--- src/hdl/c2p_pkg.sv ---
`default_nettype none
package c2p_pkg;

    // Coordinate and fixed-point formats
    localparam int COORD_WIDTH = 16;
    localparam int FRAC_BITS   = 8;

    // b of the rational arctangent, unsigned Q0.16
    localparam logic [16:0] B_Q16 = 17'd39074;

    // Datapath widths
    localparam int ROOT_W    = 24;                 // radius bits, one per recurrence stage
    localparam int SQ_W      = 49;                 // square-root remainder
    localparam int DEN_W     = 49;                 // angle denominator
    localparam int DIV_W     = 64;                 // angle dividend / remainder
    localparam int QUOT_W    = 15;                 // angle magnitude bits
    localparam int DIV_START = ROOT_W - QUOT_W;    // first stage that takes a quotient bit

    typedef struct packed {
        logic signed [COORD_WIDTH-1:0] x_coord;
        logic signed [COORD_WIDTH-1:0] y_coord;
    } point_t;

    typedef struct packed {
        logic [23:0]        radius;
        logic signed [15:0] angle_deg;
        logic               at_origin;
    } polar_t;

    // Per-stage state of the shared square-root / divide recurrence
    typedef struct packed {
        logic [SQ_W-1:0]   rad_rem;
        logic [ROOT_W-1:0] root;
        logic [DIV_W-1:0]  div_rem;
        logic [DEN_W-1:0]  den;
        logic [QUOT_W-1:0] quot;
        logic              neg;
        logic              origin;
    } work_t;

endpackage
`default_nettype wire

--- src/hdl/c2p_front.sv ---
`default_nettype none
module c2p_front (
    input  wire logic            clk,
    input  wire logic            rst_n,
    input  wire logic            in_valid,
    input  wire c2p_pkg::point_t coord,
    output logic                 out_valid,
    output c2p_pkg::work_t       work
);

    logic [4:0] valid_reg;

    // stage 1: capture
    logic signed [15:0] x1_reg, y1_reg;
    // stage 2: products
    logic [30:0]        xx2_reg, yy2_reg;
    logic signed [31:0] xy2_reg;
    logic               org2_reg;
    // stage 3: sum of squares and b*x*y
    logic [32:0]        s3_reg;
    logic [30:0]        yy3_reg;
    logic signed [49:0] bxy3_reg;
    logic               org3_reg;
    // stage 4: numerator and denominator
    logic signed [49:0] num4_reg;
    logic [48:0]        den4_reg;
    logic [47:0]        v4_reg;
    logic               org4_reg;
    // stage 5: scaled dividend
    logic [63:0]        p5_reg;
    logic [48:0]        den5_reg;
    logic [47:0]        v5_reg;
    logic               neg5_reg;
    logic               org5_reg;

    logic signed [31:0] xx_full, yy_full;
    logic signed [49:0] bxy_next;
    logic signed [49:0] num_next, den_next;
    logic [48:0]        num_mag;
    logic [63:0]        m64;
    logic [63:0]        p_next;

    // valid chain
    always_ff @(posedge clk or negedge rst_n)
    begin
        if (!rst_n)
        begin
            valid_reg <= '0;
        end
        else
        begin
            valid_reg <= {valid_reg[3:0], in_valid};
        end
    end

    // arithmetic per stage
    always_comb
    begin
        xx_full  = x1_reg * x1_reg;
        yy_full  = y1_reg * y1_reg;
        bxy_next = 50'(xy2_reg * $signed({1'b0, c2p_pkg::B_Q16}));
        num_next = bxy3_reg + $signed({3'b0, yy3_reg, 16'b0});
        den_next = (bxy3_reg <<< 1) + $signed({1'b0, s3_reg, 16'b0});
        num_mag  = num4_reg[49] ? 49'(-num4_reg) : num4_reg[48:0];
        m64      = {15'b0, num_mag};
        // 90 = 64 + 16 + 8 + 2, then Q8 scale
        p_next   = ((m64 << 6) + (m64 << 4) + (m64 << 3) + (m64 << 1)) << 8;
    end

    // payload registers
    always_ff @(posedge clk)
    begin
        x1_reg   <= coord.x_coord;
        y1_reg   <= coord.y_coord;

        xx2_reg  <= xx_full[30:0];
        yy2_reg  <= yy_full[30:0];
        xy2_reg  <= x1_reg * y1_reg;
        org2_reg <= (x1_reg == '0) && (y1_reg == '0);

        s3_reg   <= {2'b0, xx2_reg} + {2'b0, yy2_reg};
        yy3_reg  <= yy2_reg;
        bxy3_reg <= bxy_next;
        org3_reg <= org2_reg;

        num4_reg <= num_next;
        den4_reg <= den_next[48:0];
        v4_reg   <= {s3_reg[31:0], 16'b0};
        org4_reg <= org3_reg;

        p5_reg   <= p_next;
        den5_reg <= den4_reg;
        v5_reg   <= v4_reg;
        neg5_reg <= num4_reg[49];
        org5_reg <= org4_reg;
    end

    assign out_valid    = valid_reg[4];
    assign work.rad_rem = {1'b0, v5_reg};
    assign work.root    = '0;
    assign work.div_rem = p5_reg;
    assign work.den     = den5_reg;
    assign work.quot    = '0;
    assign work.neg     = neg5_reg;
    assign work.origin  = org5_reg;

endmodule
`default_nettype wire

--- config.mk ---
export PLATFORM = sky130hd
export DESIGN_NAME = c2p_front
export DESIGN_NICKNAME = d
export VERILOG_FILES = /design/src/hdl/c2p_pkg.sv /design/src/hdl/c2p_front.sv
export SDC_FILE = /design/constraint.sdc
export NUM_CORES = 2
export LEC_CHECK = 0
export ABC_AREA = 1
export BUFFER_PORTS_ARGS = -buffer_cell sky130_fd_sc_hd__buf_2
export CAP_MARGIN = 20
export CORE_ASPECT_RATIO = 0.8
export CORE_MARGIN = 4
export CORE_UTILIZATION = 60
export CTS_CLUSTER_DIAMETER = 60
export CTS_CLUSTER_SIZE = 10
export DETAILED_ROUTE_END_ITERATION = 10
export PLACE_DENSITY = 0.74
export SLEW_MARGIN = 20
export SYNTH_ARGS = -nofsm -noshare
export SYNTH_HDL_FRONTEND = slang
export SYNTH_SLANG_ARGS = --single-unit
--- constraint.sdc ---
create_clock -name clk -period 6.39 [get_ports clk]
set_input_delay 0.639 -clock clk [delete_from_list [all_inputs] [get_ports clk]]
set_output_delay 0.639 -clock clk [all_outputs]
set_load 0.005 [all_outputs]
### Yosys cells after proc, flatten, opt, wreduce, memory -nomap -nowiden

Cells that the tools add are included.

| storage, ports and cells | value |
|---|---|
| register bits | 515 |
| input port bits | 35 |
| output and inout bits | 204 |
| logic and storage cells | 35 |

| operators by class | value |
|---|---|
| add/subtract/negate cells | 7 |
| $mul | 4 |
| multiplexer cells | 1 |
| reduce and logical (&&, ||, !) cells | 3 |

Operators by type and width:

| kind | number |
|---|---|
| $mul A16 B16 Y31 | 2 |
| $add A55 B53 Y56 | 1 |
| $add A56 B50 Y56 | 1 |
| $add A56 B52 Y56 | 1 |
| $add A49 B48 Y50 | 1 |
| $add A49 B49 Y49 | 1 |
| $mux W49 | 1 |
| $neg A49 Y49 | 1 |
| $mul A32 B16 Y48 const B | 1 |
| $add A31 B31 Y32 | 1 |
| $logic_not A16 Y1 | 2 |
| $mul A16 B16 Y32 | 1 |
| $logic_and A1 B1 Y1 | 1 |

### Logic depth before layout (Yosys ltp)

| depth | value |
|---|---|
| depth in word-level cells | 5 |
| depth in mapped cells | 28 |
| mapped depth without buffers | 28 |

### Worst setup path after synthesis

No wires, ideal clock.

| timing | value |
|---|---|
| path kind | register to register |
| from | register y1_reg[4] |
| to | register yy2_reg[30] |
| library setup time | 113 ps |
| arrival | 5633 ps |
| required time | 6277 ps |
| slack | 644 ps |
| stages on the path, launching flop included | 27 |
| path buffers | 2 |
| period minus slack after synthesis | 5746 ps |
| path through | dfxtp_1 clkbuf_1 clkbuf_1 nand2_1 inv_1 fa_1 inv_1 fa_1 inv_1 fa_1 inv_1 fa_1 inv_1 fa_1 inv_1 fa_1 inv_1 ha_1 nand2_1 nor3_1 nand2_1 nor3_1 nand2_1 o211ai_1 inv_1 nand3_1 nand2_1 |

| on the way | value |
|---|---|
| word-level cells in the longest chain between the ends | 1 |

Ends and longest elaborated chain:

| item | RTL line | text |
|---|---|---|
| start, declared | c2p_front.sv:14 | `logic signed [15:0] x1_reg, y1_reg;` |
| start signal, assigned | c2p_front.sv:74 | `y1_reg <= coord.y_coord;` |
| $mul A16 B16 Y31 | c2p_front.sv:60 | `yy_full = y1_reg * y1_reg;` |
| named net yy_full[30] | c2p_front.sv:36 | `logic signed [31:0] xx_full, yy_full;` |
| end signal, assigned | c2p_front.sv:77 | `yy2_reg <= yy_full[30:0];` |
| end, declared | c2p_front.sv:16 | `logic [30:0] xx2_reg, yy2_reg;` |

The timed path passes the listed nets, and every way through them passes these cells.

### Final worst setup path

| timing | value |
|---|---|
| from | register y1_reg[14] |
| to | register xy2_reg[23] |

| on the way | value |
|---|---|
| word-level cells in the longest chain between the ends | 1 |

Ends and longest elaborated chain:

| item | RTL line | text |
|---|---|---|
| $mul A16 B16 Y32 | c2p_front.sv:78 | `xy2_reg <= x1_reg * y1_reg;` |
| end signal, assigned | c2p_front.sv:78 |  |
| end, declared | c2p_front.sv:17 | `logic signed [31:0] xy2_reg;` |

Every way passes these cells.

==> out/summary.txt <==
========================================================================================================
Final cycle utilization of the critical path                                                      0.9624
Wire length per cell after detailed routing                                                     19.57 um
Accumulated negative setup slack                                                                    0 ps
TritonCTS clock tree                                                                                done
Die span in x                                                                                   365.3 um
Multiplexer share of the synthesized area                                                              0
Number of placed I/O pins                                                                            239
Average instance area after synthesis                                                        8.119 sq um
Synth Instances                                                                                    7,547
Transition time at the pin with the least slew margin                                           887.9 ps
Site row count                                                                                       104
TritonRoute pass-1 iters                                                                               6
Standard cell core area                                                                     0.1010 sq mm
Critical-path cell list                                                                     buf_4, nand2_1, fa_1, fa_1, inv_1, fa_1, fa_1, fa_1, inv_1, fa_1, inv_1, ha_1, a21oi_1, o21ai_0, inv_1, nor2_1, nor2_1, nand3_1, xor2_1
Status                                                                                      complete, no violations
Family with the most delay on the worst path                                                 adder cells
Setup clock skew after layout                                                                   36.96 ps
Starting density of the core                                                                      0.6068
Count of max-cap constraint violations                                                                 0
Crit-path max FO                                                                                      19
Synth cell types                                                                                      58
DP HPWL                                                                                       154,200 um
Largest register FFs                                                                                  54
Number of remaining DRC errors                                                                         0
Fraction of final layout cells with drive strength greater than 1                                0.05538
Final setup violating endpoints                                                                        0
Slew margin rel.                                                                                  0.4073
Overall die height                                                                              293.8 um
Maximum number of pins on one net before global-route repair                                          36
Number of buffer and inverter stages on the critical path                                              5
Synth Area in Compound Gates                                                                     0.06738
Class of the worst hold path                                                                primary input to flip-flop
Area growth from synthesis to final layout                                                        7.571%
Number of nets in the layout                                                                       9,357
Setup repair after global routing missed its margin                                                  yes
Sink count of the clock tree                                                                         490
Arr. time, crit path                                                                             6740 ps
Violation count after the first detailed-routing iteration                                         4,269
Worst stage delay on the critical path                                                            790 ps
Leading area contributor after synthesis                                                    sky130_fd_sc_hd__fa_1
Type of the setup path with the least slack                                                 flip-flop to flip-flop
Dominant combinational cell family by area after synthesis                                   adder cells
Post-CTS clock slew at the launch and capture registers of the worst setup and hold paths          50 ps
Clk Tree Root Cell                                                                          sky130_fd_sc_hd__clkbuf_16
Count of antenna-violating nets left after detailed routing                                            0
Remaining Overflow, GRT                                                                                0
Maximum level of the CTS H-tree                                                                        3
Adder and majority gate portion of the synthesized area                                           0.4384
Highest achievable clock rate                                                                 0.1626 GHz
Count of vias placed by the detailed router                                                       48,820
Time the worst path needs with I/O delays and setup                                              6149 ps
Cells taking the most area after synthesis                                                  sky130_fd_sc_hd__fa_1, sky130_fd_sc_hd__dfxtp_1, sky130_fd_sc_hd__ha_1, sky130_fd_sc_hd__inv_1, sky130_fd_sc_hd__nand2_1
Simple-gate portion of the synthesized area                                                       0.1534
Area share of xor/xnor cells in the synthesized design                                           0.04345
Critical path's slowest cell                                                                sky130_fd_sc_hd__dfxtp_1
Die Outline Area                                                                            0.1073 sq mm
Cell area after synthesis                                                                   0.06128 sq mm
Register bit count reported by yosys                                                                 490
Clock Tree Buf Depth                                                                                   3
Number of global-route vias before repair                                                         49,430
Antenna violations before repair                                                                       4
Global-route wire length before repair                                                        279,700 um
Latest clock arrival within the worst-skew pair                                                   690 ps
Kind of end point of the critical path                                                         flip-flop
Post-DR vias/cell                                                                                  5.370
Top cell type's share of synthesized area                                                         0.3045
Critical path data required time                                                                 6980 ps
Global-route usage over all layers                                                                0.3388
Final RePlAce weighted congestion                                                                 0.9925
Most prevalent standard cell on the critical path                                           sky130_fd_sc_hd__fa_1
Seq/Total Area, Yosys                                                                             0.1605
Worst Setup Start Kind                                                                         flip-flop
Port Buffer Count                                                                                    170
Number of hold violations in the final report                                                          0
Total detailed-routing wirelength                                                             177,900 um
Final-report max-slew violation count                                                                  0
Yosys Warn Count                                                                                       0
Clock buffer count from CTS                                                                           70
========================================================================================================
==> final timing paths <==
path                            cells after the start           end  slack (ps)         start
min in group asynchronous                           2  valid_reg[4]         360         rst_n
worst max register to register                     19   xy2_reg[23]         240    y1_reg[14]
worst min register to register                      0  den4_reg[12]         320  bxy3_reg[11]
worst max-delay path                               19   xy2_reg[23]         240    y1_reg[14]
max in group asynchronous                           2  valid_reg[3]        5890         rst_n
worst min-delay path                                1     x1_reg[9]          50     coord[25]
==> metrics by stage <==
step	util	hold slack, ps	instance area, sq um	setup slack (ps)	instances
global route	0.6527	29.51	65910	-8.052	9089
global placement	0.6314	309.7	63760	218.7	8986
floorplan	-	309.6	61530	644.1	7614
detailed placement	0.6314	312.1	63760	203.4	8986
finish	0.6528	53.36	65920	240.6	9091
CTS	0.6526	10.67	65900	167.7	9089
==> layout make-up <==
class / count / area, sq um
antenna: 2 / 5.005
clock inverter: 26 / 332.8
timing repair buffer: 253 / 1627
sequential: 490 / 9839
inverter: 1955 / 7342
fill: 8723 / 35060
multi-input combinational: 4964 / 43320
clock buffer: 76 / 1794
tap: 1325 / 1658
==> cells by family after synthesis <==
family,count (synthesis)
buffers and inverters,2160
other,1
AOI/OAI and AO/OA,727
DFF,490
and+or+nand+nor,2277
adders and majority gates,1588
xor gates and xnor gates,304
==> layout by cell type (no fill, tap or decap), types with 41 or more instances in the layout <==
cell | synthesis | routed
sky130_fd_sc_hd__a21o_1 | 42 | 42
sky130_fd_sc_hd__a21oi_1 | 331 | 331
sky130_fd_sc_hd__buf_2 | 5 | 170
sky130_fd_sc_hd__buf_4 | 71 | 70
sky130_fd_sc_hd__clkbuf_16 | 0 | 70
sky130_fd_sc_hd__conb_1 | 1 | 68
sky130_fd_sc_hd__dfxtp_1 | 485 | 481
sky130_fd_sc_hd__fa_1 | 932 | 932
sky130_fd_sc_hd__ha_1 | 656 | 654
sky130_fd_sc_hd__inv_1 | 1944 | 1944
sky130_fd_sc_hd__nand2_1 | 1334 | 1334
sky130_fd_sc_hd__nand3_1 | 213 | 213
sky130_fd_sc_hd__nand4_1 | 84 | 84
sky130_fd_sc_hd__nor2_1 | 514 | 514
sky130_fd_sc_hd__nor3_1 | 58 | 58
sky130_fd_sc_hd__o21ai_0 | 192 | 192
sky130_fd_sc_hd__o21bai_1 | 41 | 41
sky130_fd_sc_hd__xnor2_1 | 89 | 89
sky130_fd_sc_hd__xor2_1 | 215 | 215
==> synth_stat cells (all sizes together) <==
cell type	count
a21boi	14
nor4	12
nor3	61
ha	656
fa	932
or3	1
nand2b	2
or2	7
nor2	530
nand2	1347
xor2	215
nand3	219
a211oi	2
o31ai	6
dfxtp	485
nand3b	10
a21oi	331
buf	77
a21o	42
a31o	5
a211o	1
o21ai	224
a221oi	3
o22ai	1
clkbuf	128
xnor2	89
clkinv	2
a31oi	20
conb	1
o211ai	15
inv	1953
o21a	20
o21bai	43
dfrtp	5
nand4	85
and3	3
==> metal layers <==
metal  wire length, um  share of wire  track usage
met1             82510           0.46       0.5096
met2             74630           0.42       0.4985
met3             15480          0.087      0.06937
met4              5288          0.030      0.09184
met5                21        0.00012            0
==> timing repair <==
item / 4_1_cts / 5_1_grt
endpoints found under the hold margin: 5 / 0
resized for setup: 0 / 7
buffers inserted: 0 / 0
setup endpoints to repair: 0 / 11
hold buffers: 1 / 0
Power is left out: the tool's default activity adds up to more than one toggle a clock period on the data nets, which glitch-free logic cannot reach.
